--- config.mk ---
export PLATFORM = sky130hd
export DESIGN_NAME = ttl_cell
export DESIGN_NICKNAME = d
export VERILOG_FILES = /design/src/rtl/ttl_pkg.sv /design/src/rtl/ttl_cell.sv
export SDC_FILE = /design/constraint.sdc
export NUM_CORES = 1
export LEC_CHECK = 0
export BUFFER_PORTS_ARGS = -buffer_cell sky130_fd_sc_hd__clkbuf_2
export CORE_ASPECT_RATIO = 1.4
export CORE_MARGIN = 2
export CORE_UTILIZATION = 35
export CTS_CLUSTER_DIAMETER = 80
export DETAILED_ROUTE_END_ITERATION = 10
export GPL_TIMING_DRIVEN = 0
export HOLD_SLACK_MARGIN = 0.03
export SLEW_MARGIN = 30
export SYNTH_ARGS = -nofsm -noshare
export SYNTH_HDL_FRONTEND = slang
export SYNTH_SLANG_ARGS = --single-unit
--- constraint.sdc ---
create_clock -name i_clk -period 6.8 [get_ports i_clk]
set_input_delay 1.7 -clock i_clk [delete_from_list [all_inputs] [get_ports i_clk]]
set_output_delay 1.7 -clock i_clk [all_outputs]
set_load 0.005 [all_outputs]
--- src/rtl/ttl_pkg.sv ---
// Shared types and constants of the TTL/LFU cache policy block.
package ttl_pkg;

    localparam int HIT_W     = 16;
    localparam int TIME_W    = 32;
    localparam int TOTAL_W   = 32;
    localparam int MAXE_W    = 5;
    localparam int CFG_W     = 32;
    localparam int CFG_IDX_W = 2;

    localparam logic [CFG_IDX_W-1:0] CFG_MAX_ENTRIES = 2'd0;
    localparam logic [CFG_IDX_W-1:0] CFG_LIFETIME    = 2'd1;
    localparam logic [CFG_IDX_W-1:0] CFG_PROTECT     = 2'd2;

    localparam logic [MAXE_W-1:0] RST_MAX_ENTRIES = 5'd16;
    localparam logic [TIME_W-1:0] RST_LIFETIME    = 32'd30000;
    localparam logic [HIT_W-1:0]  RST_PROTECT     = 16'd10;

    localparam logic [HIT_W-1:0]   HIT_MAX   = '1;
    localparam logic [TOTAL_W-1:0] TOTAL_MAX = '1;

    // flags of the scan wave travelling down the cell chain
    typedef struct packed {
        logic vld;
        logic match_ok;
        logic match_fresh;
        logic vic_ok;
        logic free_ok;
    } t_scan;

    // update request broadcast to all cells after a scan
    typedef struct packed {
        logic clear;
        logic hit_en;
        logic kill_en;
        logic evict_en;
        logic wr_en;
    } t_cmd;

endpackage

--- src/rtl/ttl_cell.sv ---
// One cache slot cell: holds a slot and folds it into the passing scan wave.
module ttl_cell #(
    parameter int KEY_BITS  = 32,
    parameter int DATA_BITS = 32,
    parameter int IDX_W     = 4,
    parameter int CNT_W     = 5,
    parameter int CELL_IDX  = 0
) (
    input  logic                      i_clk,
    input  logic                      i_rst_n,
    input  logic [KEY_BITS-1:0]       i_key,
    input  logic [ttl_pkg::TIME_W-1:0] i_now,
    input  logic [ttl_pkg::TIME_W-1:0] i_lifetime,
    input  logic [ttl_pkg::HIT_W-1:0] i_protect,
    input  ttl_pkg::t_scan            i_scan,
    input  logic [IDX_W-1:0]          i_match_idx,
    input  logic [DATA_BITS-1:0]      i_match_data,
    input  logic [IDX_W-1:0]          i_vic_idx,
    input  logic [ttl_pkg::HIT_W-1:0] i_vic_hits,
    input  logic [ttl_pkg::TIME_W-1:0] i_vic_age,
    input  logic [KEY_BITS-1:0]       i_vic_key,
    input  logic [IDX_W-1:0]          i_free_idx,
    input  logic [CNT_W-1:0]          i_used_cnt,
    output ttl_pkg::t_scan            o_scan,
    output logic [IDX_W-1:0]          o_match_idx,
    output logic [DATA_BITS-1:0]      o_match_data,
    output logic [IDX_W-1:0]          o_vic_idx,
    output logic [ttl_pkg::HIT_W-1:0] o_vic_hits,
    output logic [ttl_pkg::TIME_W-1:0] o_vic_age,
    output logic [KEY_BITS-1:0]       o_vic_key,
    output logic [IDX_W-1:0]          o_free_idx,
    output logic [CNT_W-1:0]          o_used_cnt,
    input  ttl_pkg::t_cmd             i_cmd,
    input  logic [IDX_W-1:0]          i_cmd_match_idx,
    input  logic [IDX_W-1:0]          i_cmd_vic_idx,
    input  logic [IDX_W-1:0]          i_cmd_wr_idx,
    input  logic [DATA_BITS-1:0]      i_wr_data
);
    import ttl_pkg::*;

    localparam logic [IDX_W-1:0] MY_IDX = IDX_W'(CELL_IDX);

    logic                 r_used, r_live;
    logic [KEY_BITS-1:0]  r_key;
    logic [DATA_BITS-1:0] r_data;
    logic [TIME_W-1:0]    r_cached, r_last;
    logic [HIT_W-1:0]     r_hits;

    t_scan                r_scan;
    logic [IDX_W-1:0]     r_match_idx, r_vic_idx, r_free_idx;
    logic [DATA_BITS-1:0] r_match_data;
    logic [HIT_W-1:0]     r_vic_hits;
    logic [TIME_W-1:0]    r_vic_age;
    logic [KEY_BITS-1:0]  r_vic_key;
    logic [CNT_W-1:0]     r_used_cnt;

    logic              mine_match, fresh, cand, better, take_free;
    logic [TIME_W-1:0] cage, age;

    always_comb begin
        cage       = i_now - r_cached;
        age        = i_now - r_last;
        mine_match = r_used && (r_key == i_key) && !i_scan.match_ok;
        fresh      = r_live && (cage < i_lifetime);
        cand       = r_used && (r_hits < i_protect);
        better     = cand && (!i_scan.vic_ok || (r_hits < i_vic_hits) ||
                              ((r_hits == i_vic_hits) && (age > i_vic_age)));
        take_free  = !r_used && !i_scan.free_ok;
    end

    // scan wave stage
    always_ff @(posedge i_clk) begin
        if (!i_rst_n) begin
            r_scan <= '0;
        end else begin
            r_scan.vld         <= i_scan.vld;
            r_scan.match_ok    <= i_scan.match_ok || mine_match;
            r_scan.match_fresh <= mine_match ? fresh : i_scan.match_fresh;
            r_scan.vic_ok      <= i_scan.vic_ok || better;
            r_scan.free_ok     <= i_scan.free_ok || take_free;
        end
        r_match_idx  <= mine_match ? MY_IDX : i_match_idx;
        r_match_data <= mine_match ? r_data : i_match_data;
        r_vic_idx    <= better ? MY_IDX : i_vic_idx;
        r_vic_hits   <= better ? r_hits : i_vic_hits;
        r_vic_age    <= better ? age : i_vic_age;
        r_vic_key    <= better ? r_key : i_vic_key;
        r_free_idx   <= take_free ? MY_IDX : i_free_idx;
        r_used_cnt   <= i_used_cnt + CNT_W'(r_used);
    end

    // slot state update
    always_ff @(posedge i_clk) begin
        if (!i_rst_n) begin
            r_used <= 1'b0;
            r_live <= 1'b0;
        end else if (i_cmd.clear) begin
            r_used <= 1'b0;
            r_live <= 1'b0;
        end else if (i_cmd.wr_en && (i_cmd_wr_idx == MY_IDX)) begin
            r_used   <= 1'b1;
            r_live   <= 1'b1;
            r_key    <= i_key;
            r_data   <= i_wr_data;
            r_cached <= i_now;
            r_last   <= i_now;
            r_hits   <= '0;
        end else if (i_cmd.hit_en && (i_cmd_match_idx == MY_IDX)) begin
            r_last <= i_now;
            if (r_hits != HIT_MAX) begin
                r_hits <= r_hits + 1'b1;
            end
        end else begin
            if (i_cmd.evict_en && (i_cmd_vic_idx == MY_IDX)) begin
                r_used <= 1'b0;
                r_live <= 1'b0;
            end
            if (i_cmd.kill_en && (i_cmd_match_idx == MY_IDX)) begin
                r_live <= 1'b0;
            end
        end
    end

    assign o_scan       = r_scan;
    assign o_match_idx  = r_match_idx;
    assign o_match_data = r_match_data;
    assign o_vic_idx    = r_vic_idx;
    assign o_vic_hits   = r_vic_hits;
    assign o_vic_age    = r_vic_age;
    assign o_vic_key    = r_vic_key;
    assign o_free_idx   = r_free_idx;
    assign o_used_cnt   = r_used_cnt;

endmodule

==> flow_metrics.py, run 1 <==
metrics = {
    "cts": {
        "cts_buffer_depth": 3,
        "cts-root-buf": "clkbuf_16",
        "clk_pin_slew_worst_paths_ns": 0.06,
        "clock_latency_ns": 0.58,
        "cts_tree": "built",
        "clock-sinks": 280,
        "cts_hold_buf": 0,
        "cts_made_buffers": 28,
        "htreeDepth": 1,
    },
    "layout": {
        "area_growth_pct": 26.7,
        "fillCellCount": 4044,
        "seq_area_um2": 7050,
        "final_nets": 2292,
        "drive_gt1_share_pct": 32.8,
        "multiInputGateArea_um2": 7240,
    },
    "worst_setup_path": {
        "slowest_stage": "mux2_2",
        "critPathCaptureType": "flip-flop",
        "crit_fanout": 10,
        "critPathLaunch": "i_now[0]",
        "startpoint_type": "input pin",
        "reg2reg_from": "r_last[0]",
        "reg2reg_to": "o_vic_key[4]",
        "critPathMaxStageDelay_ns": 0.40,
        "worstSetupPathType": "in -> reg",
        "crit_family": "compound AO/OA/AOI/OAI gates",
        "reg2reg_depth": 21,
        "path_cells": "clkbuf_2, inv_1, ha_1, inv_1, fa_1, a21oi_1, o21bai_1, a21oi_2, o21ai_1, a211o_1, o211a_1, nor3_1, nor2_1, ha_1, nand4_1, nor4_4, a31oi_1, a221o_1, a31oi_4, or2_1, buf_4, buf_4, mux2_2",
        "rrSetupSlack_ns": 1.28,
        "critPathRequiredTime_ns": 7.25,
        "worstPathArrival_ns": 6.97,
        "critPathBufInv": 5,
        "cp.depth": 23,
        "crit_end": "o_vic_key[4]",
    },
    "power": {
        "seqPwrFrac_pct": 44.9,
        "power_density_nw_per_um2": 215,
        "p_comb_share_pct": 14.2,
        "p_clk_share_pct": 40.8,
        "switching_share_pct": 24.5,
        "total_power_uw": 4090,
        "leakage_uw": 0.00897,
        "p_switching_uw": 1010,
        "intPower_uw": 3090,
        "ir_drop_mv": 0.205,
    },
    "floorplan": {
        "start_util_pct": 35.5,
        "core_um2": 42300,
        "dieWidth_um": 179,
        "die_h_um": 249,
        "rows": 89,
        "io_pins": 431,
        "dieArea_um2": 44600,
    },
    "placed_design": {
        "hpwlAfterDp_mm": 35.3,
        "gp_congestion": 0.877,
        "portBuffers": 430,
    },
    "synth": {
        "ys_top_cells_by_area": "edfxtp_1 29%, dfxtp_1 18%, ha_1 13%",
        "avgSynthCellArea_um2": 11.0,
        "synth_top_area_share_pct": 28.8,
        "ys_seq_elements": 280,
        "synth_largest_area_cell": "edfxtp_1",
        "synth-edff-count": 144,
        "yosysMostFrequentCell": "inv_1",
        "ys_async_sr_fraction_pct": 0,
        "synth_cell_types": 73,
        "ys_seq_area_share_pct": 46.9,
        "synth_cells": 1369,
        "synth_nets": 1827,
        "syn_area_um2": 15000,
        "synthTopCellsByCount": "178 x inv_1, 159 x ha_1, 144 x edfxtp_1",
        "synth_warnings": 0,
        "synth_top_flop_cell": "edfxtp_1",
    },
    "routing": {
        "wirelength_mm": 43.1,
        "drt-pass1-iter-count": 4,
        "drc": 0,
        "vias": 11765,
        "via_per_inst": 4.89,
        "routedWlPerCell_um": 17.9,
        "drtAntennaViolNets": 0,
        "first_iter_violations": 363,
    },
    "hold_path": {
        "hold_path.class": "reg -> reg",
        "hold_depth": 1,
    },
    "global_route": {
        "grt_usage_pct": 19.0,
        "antenna_found_initial": 3,
        "top_usage_layer": "met2",
        "grt_pass1_vias": 12340,
        "grtUsageMet3_pct": 3.86,
        "met1_usage_pct": 19.7,
        "grt_max_degree": 25,
        "grt_pass1_wl_mm": 65.4,
        "met2_usage_pct": 36.1,
        "grt_overflow": 0,
    },
    "sta": {
        "slew_viol_final": 0,
        "finalSetupViolCount": 0,
        "fin_worst_skew_ns": 0.0198,
        "slew_headroom_pct": 44.2,
        "finalCritPeriodShare_pct": 95.9,
        "tns_ns": 0,
        "worstMarginPinSlew_ns": 0.831,
        "hold_viol": 0,
        "worst_hold_slack_ns": 0.467,
        "fmax_ghz": 0.153,
        "finalCriticalPeriod_ns": 6.52,
    },
    "status": {
        "status": "completed",
    },
    "run": {
        "maxCapViolations": 0,
    },
}
worst min path at each step:
stage,from,to
4_1_cts,r_data[14],o_match_data[14]
6_report,r_data[14],o_match_data[14]
2_1_floorplan,r_data[0],o_match_data[0]
5_1_grt,r_data[7],o_match_data[7]
3_3_place_gp,r_data[31],o_match_data[31]
3_5_place_dp,r_data[27],o_match_data[27]
repair_timing:
item | CTS | global route
buffers inserted | 0 | 0
cloned | 0 | 0
pin swaps | 0 | 0
endpoints found under the setup margin | 26 | 74
gates resized for setup | 1 | 4
metrics by stage:
stage               cell area, um2  util, %  instances  worst slack [ns]
finish                       19000     45.0       2404             0.279
CTS                          19000     44.9       2402          0.000394
global route                 19000     45.0       2404           -0.0539
global placement             17900     42.2       2345             -2.41
floorplan                    15000        -       1369            0.0671
detailed placement           18000     42.6       2350            -0.701
layout by cell type, fill, tap and decap left out, types with 5 or more instances in the layout:
| master | synthesis | routed |
|---|---|---|
| nor4_1 | 7 | 6 |
| ha_1 | 159 | 159 |
| bufinv_16 | 0 | 5 |
| nor3_1 | 19 | 19 |
| nand2_1 | 47 | 47 |
| clkbuf_1 | 9 | 17 |
| and4_1 | 8 | 8 |
| a21o_1 | 48 | 48 |
| clkbuf_16 | 0 | 28 |
| nand3_1 | 19 | 19 |
| o31ai_1 | 8 | 8 |
| mux2_1 | 5 | 5 |
| and2_1 | 12 | 12 |
| xnor2_1 | 59 | 59 |
| a211oi_1 | 13 | 12 |
| nor2_1 | 51 | 50 |
| o21bai_1 | 8 | 8 |
| nor2b_1 | 24 | 24 |
| nand4_1 | 34 | 34 |
| nand2b_1 | 7 | 7 |
| mux2_2 | 101 | 101 |
| o21a_1 | 20 | 20 |
| xor2_1 | 38 | 38 |
| a211o_1 | 6 | 6 |
| edfxtp_1 | 144 | 144 |
| buf_4 | 6 | 6 |
| a21boi_0 | 5 | 5 |
| and3_1 | 6 | 6 |
| a31oi_1 | 7 | 7 |
| inv_1 | 178 | 178 |
| clkbuf_2 | 0 | 430 |
| dfxtp_1 | 136 | 136 |
| o21ai_0 | 43 | 42 |
| buf_2 | 6 | 6 |
| a21oi_1 | 80 | 79 |
sequential cells by signal (all words and copies together) (netlist names), 16 cells and up:
signal,cells
r_cached,32
o_vic_age,32
r_data,32
r_key,32
o_vic_key,32
r_hits,16
r_last,32
o_vic_hits,16
o_match_data,32
cells by family (layout without fill, tap and decap cells):
kind of cell,count (synthesis),in the layout,synth area share [%]
xor+xnor,97,97,5.65
simple gates,250,250,8.74
mux,107,107,8.01
flops,280,280,46.9
compound gates,273,273,11.9
buf+inv,201,688,5.27
fa+ha+maj,161,161,13.5
other cells,0,2,0
power groups by stage:
stage	Clock, uW	Combinational, uW	Sequential (uW)
floorplan	0	326	1880
global placement	0	565	1880
detailed placement	0	582	1880
CTS	1720	587	1840
global route	1780	657	1840
finish	1670	583	1840
layout make-up:
type                            instances  area share [%]
Antenna cell                            2          0.0263
Buffer                                 23           0.651
Clock buffer                           39            4.06
Clock inverter                         13            1.14
Inverter                              178            3.51
Multi-Input combinational cell        888            38.0
Sequential cell                       280            37.0
Tap cell                              546            3.59
Timing Repair Buffer                  435            12.0
metal layers:
layer	up-vias	wire length [um]	share of wire (%)
li1	5831	-	-
met1	5486	15600	36
met2	362	23200	54
met3	86	2660	6.2
met4	0	1660	3.8
met5	-	0	0
Note: power is estimated with default switching activity, not from simulation.
==> run 2, diff against run 1 <==
- SETUP_SLACK_MARGIN: default -> 0.5
==> run 2 against run 1 <==
Clock skew grew 0.015 ns. Sequential cell count is the same. Via count shrank 0.31%.
==> flow_metrics.py, run 2 (same netlist as run 1, synthesis figures left out) <==
metrics = {
    "placed_design": {
        "dp_cells": 2351,
        "hpwlAfterDp_mm": 35.2,
        "portBuffers": 430,
        "gp_congestion": 0.907,
    },
    "floorplan": {
        "die_h_um": 249,
        "start_util_pct": 35.5,
        "rows": 89,
        "core_um2": 42300,
        "io_pins": 431,
        "dieArea_um2": 44600,
        "dieWidth_um": 179,
    },
    "power": {
        "ir_drop_mv": 0.177,
        "power_density_nw_per_um2": 213,
        "p_switching_uw": 1020,
        "switching_share_pct": 24.9,
        "total_power_uw": 4100,
        "p_clk_share_pct": 40.8,
        "seqPwrFrac_pct": 44.9,
        "p_comb_share_pct": 14.3,
        "intPower_uw": 3080,
        "leakage_uw": 0.00907,
    },
    "worst_setup_path": {
        "slowest_stage": "a221o_1",
        "critPathCaptureType": "flip-flop",
        "reg2reg_to": "o_vic_hits[8]",
        "startpoint_type": "input pin",
        "crit_fanout": 10,
        "critPathMaxStageDelay_ns": 0.42,
        "worstSetupPathType": "in -> reg",
        "critPathRequiredTime_ns": 7.26,
        "reg2reg_depth": 19,
        "worstPathArrival_ns": 6.58,
        "path_cells": "clkbuf_2, inv_1, ha_1, inv_1, fa_1, a21oi_2, o21bai_1, a21oi_2, o21ai_4, a211o_4, or2_2, xor2_1, ha_1, nand4_1, nor4_4, a31oi_4, a221o_1, a31oi_4, buf_4, nor2_2, clkbuf_4, mux2_2",
        "rrSetupSlack_ns": 1.68,
        "reg2reg_from": "r_last[9]",
    },
    "sta": {
        "slew_headroom_pct": 32.7,
        "rsz0062_at_grt": "false",
        "slew_viol_final": 0,
        "worst_hold_slack_ns": 0.469,
        "finalSetupViolCount": 0,
        "fmax_ghz": 0.164,
        "finalCriticalPeriod_ns": 6.11,
        "hold_viol": 0,
        "finalCritPeriodShare_pct": 89.9,
        "worstMarginPinSlew_ns": 1.00,
        "fin_worst_skew_ns": 0.0351,
    },
    "hold_path": {
        "whs_endpoint": "o_match_data[22]",
        "hold_path.class": "reg -> reg",
        "hold_start": "r_data[22]",
        "hold_depth": 1,
    },
    "routing": {
        "vias": 11729,
        "via_per_inst": 4.86,
        "routedWlPerCell_um": 17.7,
        "drtAntennaViolNets": 0,
        "drt-pass1-iter-count": 5,
        "first_iter_violations": 372,
        "dr_wl_met2_mm": 22.7,
        "met3_length_mm": 2.35,
        "highest_layer": "met5",
        "wirelength_mm": 42.8,
        "drt-met1-wl_mm": 16.4,
        "drc": 0,
    },
    "cts": {
        "clk_pin_slew_worst_paths_ns": 0.06,
        "cts_tree": "built",
        "htreeDepth": 1,
        "cts-root-buf": "clkbuf_16",
        "cts_made_buffers": 29,
        "cts_buffer_depth": 3,
        "clock-sinks": 280,
        "clock_latency_ns": 0.59,
    },
    "global_route": {
        "grt_usage_pct": 18.9,
        "grt_pass1_vias": 12084,
        "grt_pass1_wl_mm": 65.3,
        "antenna_found_initial": 5,
        "grt_max_degree": 25,
        "grt_overflow": 0,
    },
    "status": {
        "status": "completed",
    },
    "layout": {
        "area_growth_pct": 28.2,
        "drive_gt1_share_pct": 33.9,
        "mostFrequentLayoutCell": "clkbuf_2",
        "final_cell_mix": "430 x clkbuf_2, 178 x inv_1, 158 x ha_1",
        "final_nets": 2302,
        "instances_no_fill": 2415,
    },
    "run": {
        "maxCapViolations": 0,
    },
}
## run 2: power groups by stage
stage	Clock, uW	Combinational [uW]	Sequential [uW]
after detailed placement	0	578	1880
after floorplan	0	326	1880
after global routing	1780	662	1840
final	1680	587	1840
after CTS	1720	587	1840
after global placement	0	563	1880
## run 2: what timing repair did
action | 4_1_cts | 5_1_grt
pin swaps | 3 | 8
endpoints found under the setup margin | 84 | 83
gates cloned | 0 | 0
hold buffers | 0 | 0
resized for setup | 12 | 17
buffers inserted | 2 | 6
## run 2: per-layer routing
metal | GRT usage [%] | vias to the layer above
li1 | - | 5847
met1 | 20.5 | 5475
met4 | 6.57 | 6
met2 | 35.8 | 333
met5 | 0 | -
met3 | 3.63 | 68
## run 2: area by class of cell
cell class | count | area, um2
fill | 4038 | 23100
multi-input combinational | 888 | 7310
sequential | 280 | 7050
timing repair buffer | 444 | 2380
clock buffer | 39 | 825
tap | 546 | 683
inverter | 178 | 668
clock inverter | 15 | 179
buffer | 23 | 160
antenna | 2 | 5.00
## run 2: worst max-delay path, delay by kind of cell
kind | cells | cell delay (ns)
AOI/OAI and AO/OA | 8 | 1.84
xor gates and xnor gates | 1 | 0.17
adders and majority gates | 3 | 0.88
buffers and inverters | 5 | 0.71
muxes | 1 | 0.33
and+or+nand+nor | 4 | 0.95
## run 2: per-stage QoR
| stage | setup slack, ns | utilization (%) | setup TNS [ns] | area [um2] |
|---|---|---|---|---|
| final | 0.685 | 45.5 | 0 | 19300 |
| after global routing | 0.495 | 45.5 | 0 | 19300 |
| after CTS | 0.519 | 45.2 | 0 | 19100 |
| after detailed placement | -0.854 | 42.7 | -61.94 | 18100 |
| after global placement | -0.758 | 42.2 | -54.72 | 17900 |
| after floorplan | 0.774 | - | 0 | 15000 |
## run 2: how the worst max path moves through the flow
stage | startpoint | end | slack (ns) | depth (start not counted)
after floorplan | i_now[22] | o_vic_key[10] | 0.77 | 19
after global placement | i_now[0] | o_vic_key[4] | -0.76 | 22
after detailed placement | i_now[0] | o_vic_key[4] | -0.85 | 22
after CTS | i_now[9] | o_vic_age[2] | 0.52 | 18
after global routing | i_now[0] | o_vic_key[19] | 0.49 | 22
final | i_now[0] | o_vic_age[10] | 0.69 | 22
==> run 3, diff against run 2 <==
- ABC_AREA: default -> 1
- BUFFER_PORTS_ARGS: -buffer_cell sky130_fd_sc_hd__clkbuf_2 -> -buffer_cell sky130_fd_sc_hd__buf_2
- clock period: 6.8 -> 5.7 ns (I/O delays scaled with it)
==> run 3 against run 2 <==
Count of clock-buffer cells in the layout shrank 3. Via count grew 35%. Area after synthesis grew 13%. Largest power group unchanged. Critical path depth grew 5. Wire length grew 36%. Core utilization shrank 1.8 points. Clock power grew 8%. Sequential power grew 20%. Sequential cell count is the same. Critical endpoint is now o_vic_key[26]. Cell area grew 8.8%. Synthesized cell count grew 62%. Non-clock buffer count grew 4.
==> flow_metrics.py, run 3 <==
metrics = {
    "hold_path": {
        "hold_start": "r_data[7]",
        "whs_endpoint": "o_match_data[7]",
        "hold_path.class": "reg -> reg",
        "hold_depth": 2,
    },
    "floorplan": {
        "dieArea_um2": 50200,
        "core_um2": 47900,
        "rows": 95,
        "die_h_um": 264,
        "start_util_pct": 35.4,
        "io_pins": 431,
        "dieWidth_um": 190,
    },
    "global_route": {
        "grt_overflow": 0,
        "grt_pass1_vias": 16115,
        "grt_usage_pct": 22.7,
        "antenna_found_initial": 13,
        "grt_max_degree": 33,
        "grt_pass1_wl_mm": 86.8,
    },
    "worst_setup_path": {
        "rrSetupSlack_ns": 1.49,
        "critPathMaxStageDelay_ns": 0.46,
        "crit_fanout": 10,
        "critPathRequiredTime_ns": 6.09,
        "critPathBufInv": 4,
        "reg2reg_from": "r_last[0]",
        "crit_family": "simple AND/OR/NAND/NOR gates",
        "reg2reg_depth": 25,
        "worstPathArrival_ns": 5.32,
        "slowest_stage": "fa_1",
        "startpoint_type": "input pin",
        "worstSetupPathType": "in -> reg",
        "cpMostUsedCell": "nand2_1",
        "reg2reg_to": "o_vic_key[26]",
        "critPathCaptureType": "flip-flop",
    },
    "synth": {
        "ys_seq_area_share_pct": 41.6,
        "ys_top_cells_by_area": "edfxtp_1 26%, dfxtp_1 16%, nand2_1 16%",
        "synth_nets": 2679,
        "synth_warnings": 0,
        "yosysMostFrequentCell": "nand2_1",
        "avgSynthCellArea_um2": 7.62,
        "ys_async_sr_fraction_pct": 0,
        "synth_cells": 2221,
        "synthTopCellsByCount": "717 x nand2_1, 366 x inv_1, 179 x nor2_1",
        "synth_top_area_share_pct": 25.5,
        "synth-edff-count": 144,
        "synth_top_flop_cell": "edfxtp_1",
        "syn_area_um2": 16900,
        "synth_cell_types": 43,
        "synth_largest_area_cell": "edfxtp_1",
        "ys_seq_elements": 280,
    },
    "sta": {
        "tns_ns": 0,
        "slew_viol_final": 0,
        "fmax_ghz": 0.203,
        "finalSetupViolCount": 0,
        "finalCritPeriodShare_pct": 86.6,
        "hold_viol": 0,
        "fin_worst_skew_ns": 0.0173,
        "slew_headroom_pct": 39.5,
        "worstMarginPinSlew_ns": 0.899,
        "rsz0062_at_grt": "false",
        "finalCriticalPeriod_ns": 4.94,
    },
    "layout": {
        "fillCellCount": 4885,
        "final_area_um2": 20900,
        "final_cell_mix": "717 x nand2_1, 442 x buf_2, 365 x inv_1",
        "seq_area_um2": 7050,
        "area_growth_pct": 23.7,
        "instances_no_fill": 3347,
        "mostFrequentLayoutCell": "nand2_1",
        "final_util_pct": 43.7,
        "final_nets": 3145,
        "drive_gt1_share_pct": 20.3,
        "multiInputGateArea_um2": 8290,
    },
    "cts": {
        "clk_pin_slew_worst_paths_ns": 0.07,
        "cts_buffer_depth": 3,
        "clock_latency_ns": 0.57,
        "cts_hold_buf": 0,
        "cts-root-buf": "clkbuf_16",
        "cts_tree": "built",
        "clock-sinks": 280,
        "cts_made_buffers": 28,
        "htreeDepth": 1,
    },
    "routing": {
        "drt-pass1-iter-count": 5,
        "drtAntennaViolNets": 0,
        "wirelength_mm": 58.4,
        "vias": 15872,
        "via_per_inst": 4.74,
        "first_iter_violations": 742,
        "routedWlPerCell_um": 17.4,
        "drc": 0,
    },
    "power": {
        "ir_drop_mv": 0.201,
        "leakage_uw": 0.0111,
        "power_density_nw_per_um2": 230,
    },
    "status": {
        "status": "completed",
    },
    "placed_design": {
        "place_area_um2": 20000,
        "dp_cells": 3286,
        "hpwlAfterDp_mm": 49.2,
        "gp_congestion": 0.937,
        "portBuffers": 430,
    },
    "run": {
        "maxCapViolations": 0,
    },
}
==> run 3: final cells by class <==
class / count / share of cell area, %
multi-input cells: 1536 / 39.6
flip-flops and latches: 280 / 33.6
repair buffers: 436 / 10.9
inverters: 370 / 6.63
well taps: 630 / 3.76
clock buffers: 36 / 3.69
plain buffers: 35 / 1.18
clock inverters: 16 / 0.567
diodes: 8 / 0.0956
==> run 3: per-stage QoR <==
stage	setup WS (ns)	hold WS [ns]	total power [uW]
floorplan	0.580	0.412	2690
global placement	-1.30	0.417	3020
detailed placement	-0.151	0.417	3040
CTS	0.528	0.435	4880
global route	0.547	0.455	5050
finish	0.764	0.437	4820
==> run 3: worst max-delay path by stage <==
stage	startpoint	end	slack (ns)	cells after the start
after global routing	i_now[0]	o_vic_key[30]	0.55	27
after CTS	i_now[0]	o_vic_key[25]	0.53	27
final	i_now[0]	o_vic_key[26]	0.76	27
after global placement	i_cmd_wr_idx[3]	r_cached[29]	-1.30	7
after floorplan	i_cmd_wr_idx[3]	r_cached[0]	0.58	6
after detailed placement	i_now[0]	o_vic_key[25]	-0.15	27
==> run 3: timing repair <==
item	in CTS	in global routing
pin swaps	0	1
setup endpoints to repair	7	23
gates resized for setup	1	5
setup buffers	0	1
==> run 3: cell families after synthesis <==
kind of cell / synth area share [%]
fa+ha+maj: 12.0
xor+xnor: 2.74
buf+inv: 9.65
compound gates: 6.87
simple gates: 27.1
flops: 41.6
==> run 3: metal layers <==
layer	vias up	share of wire (%)	GRT usage, %
li1	8030	-	-
met2	516	53	44.2
met1	7210	36	22.9
met3	114	6.8	4.26
met5	-	0.022	0
met4	2	4.5	10.5
==> run 3: tightest hold or removal path, cell delays in order (launching register included) <==
cell	delay (ns)
edfxtp_1	0.32
nand2_1	0.05
nand2_1	0.04
==> run 3: power by group <==
group,internal (uW),total [uW],switching (uW)
Combinational,321,802,481
Clock,973,1820,844
Sequential,2170,2200,23.1
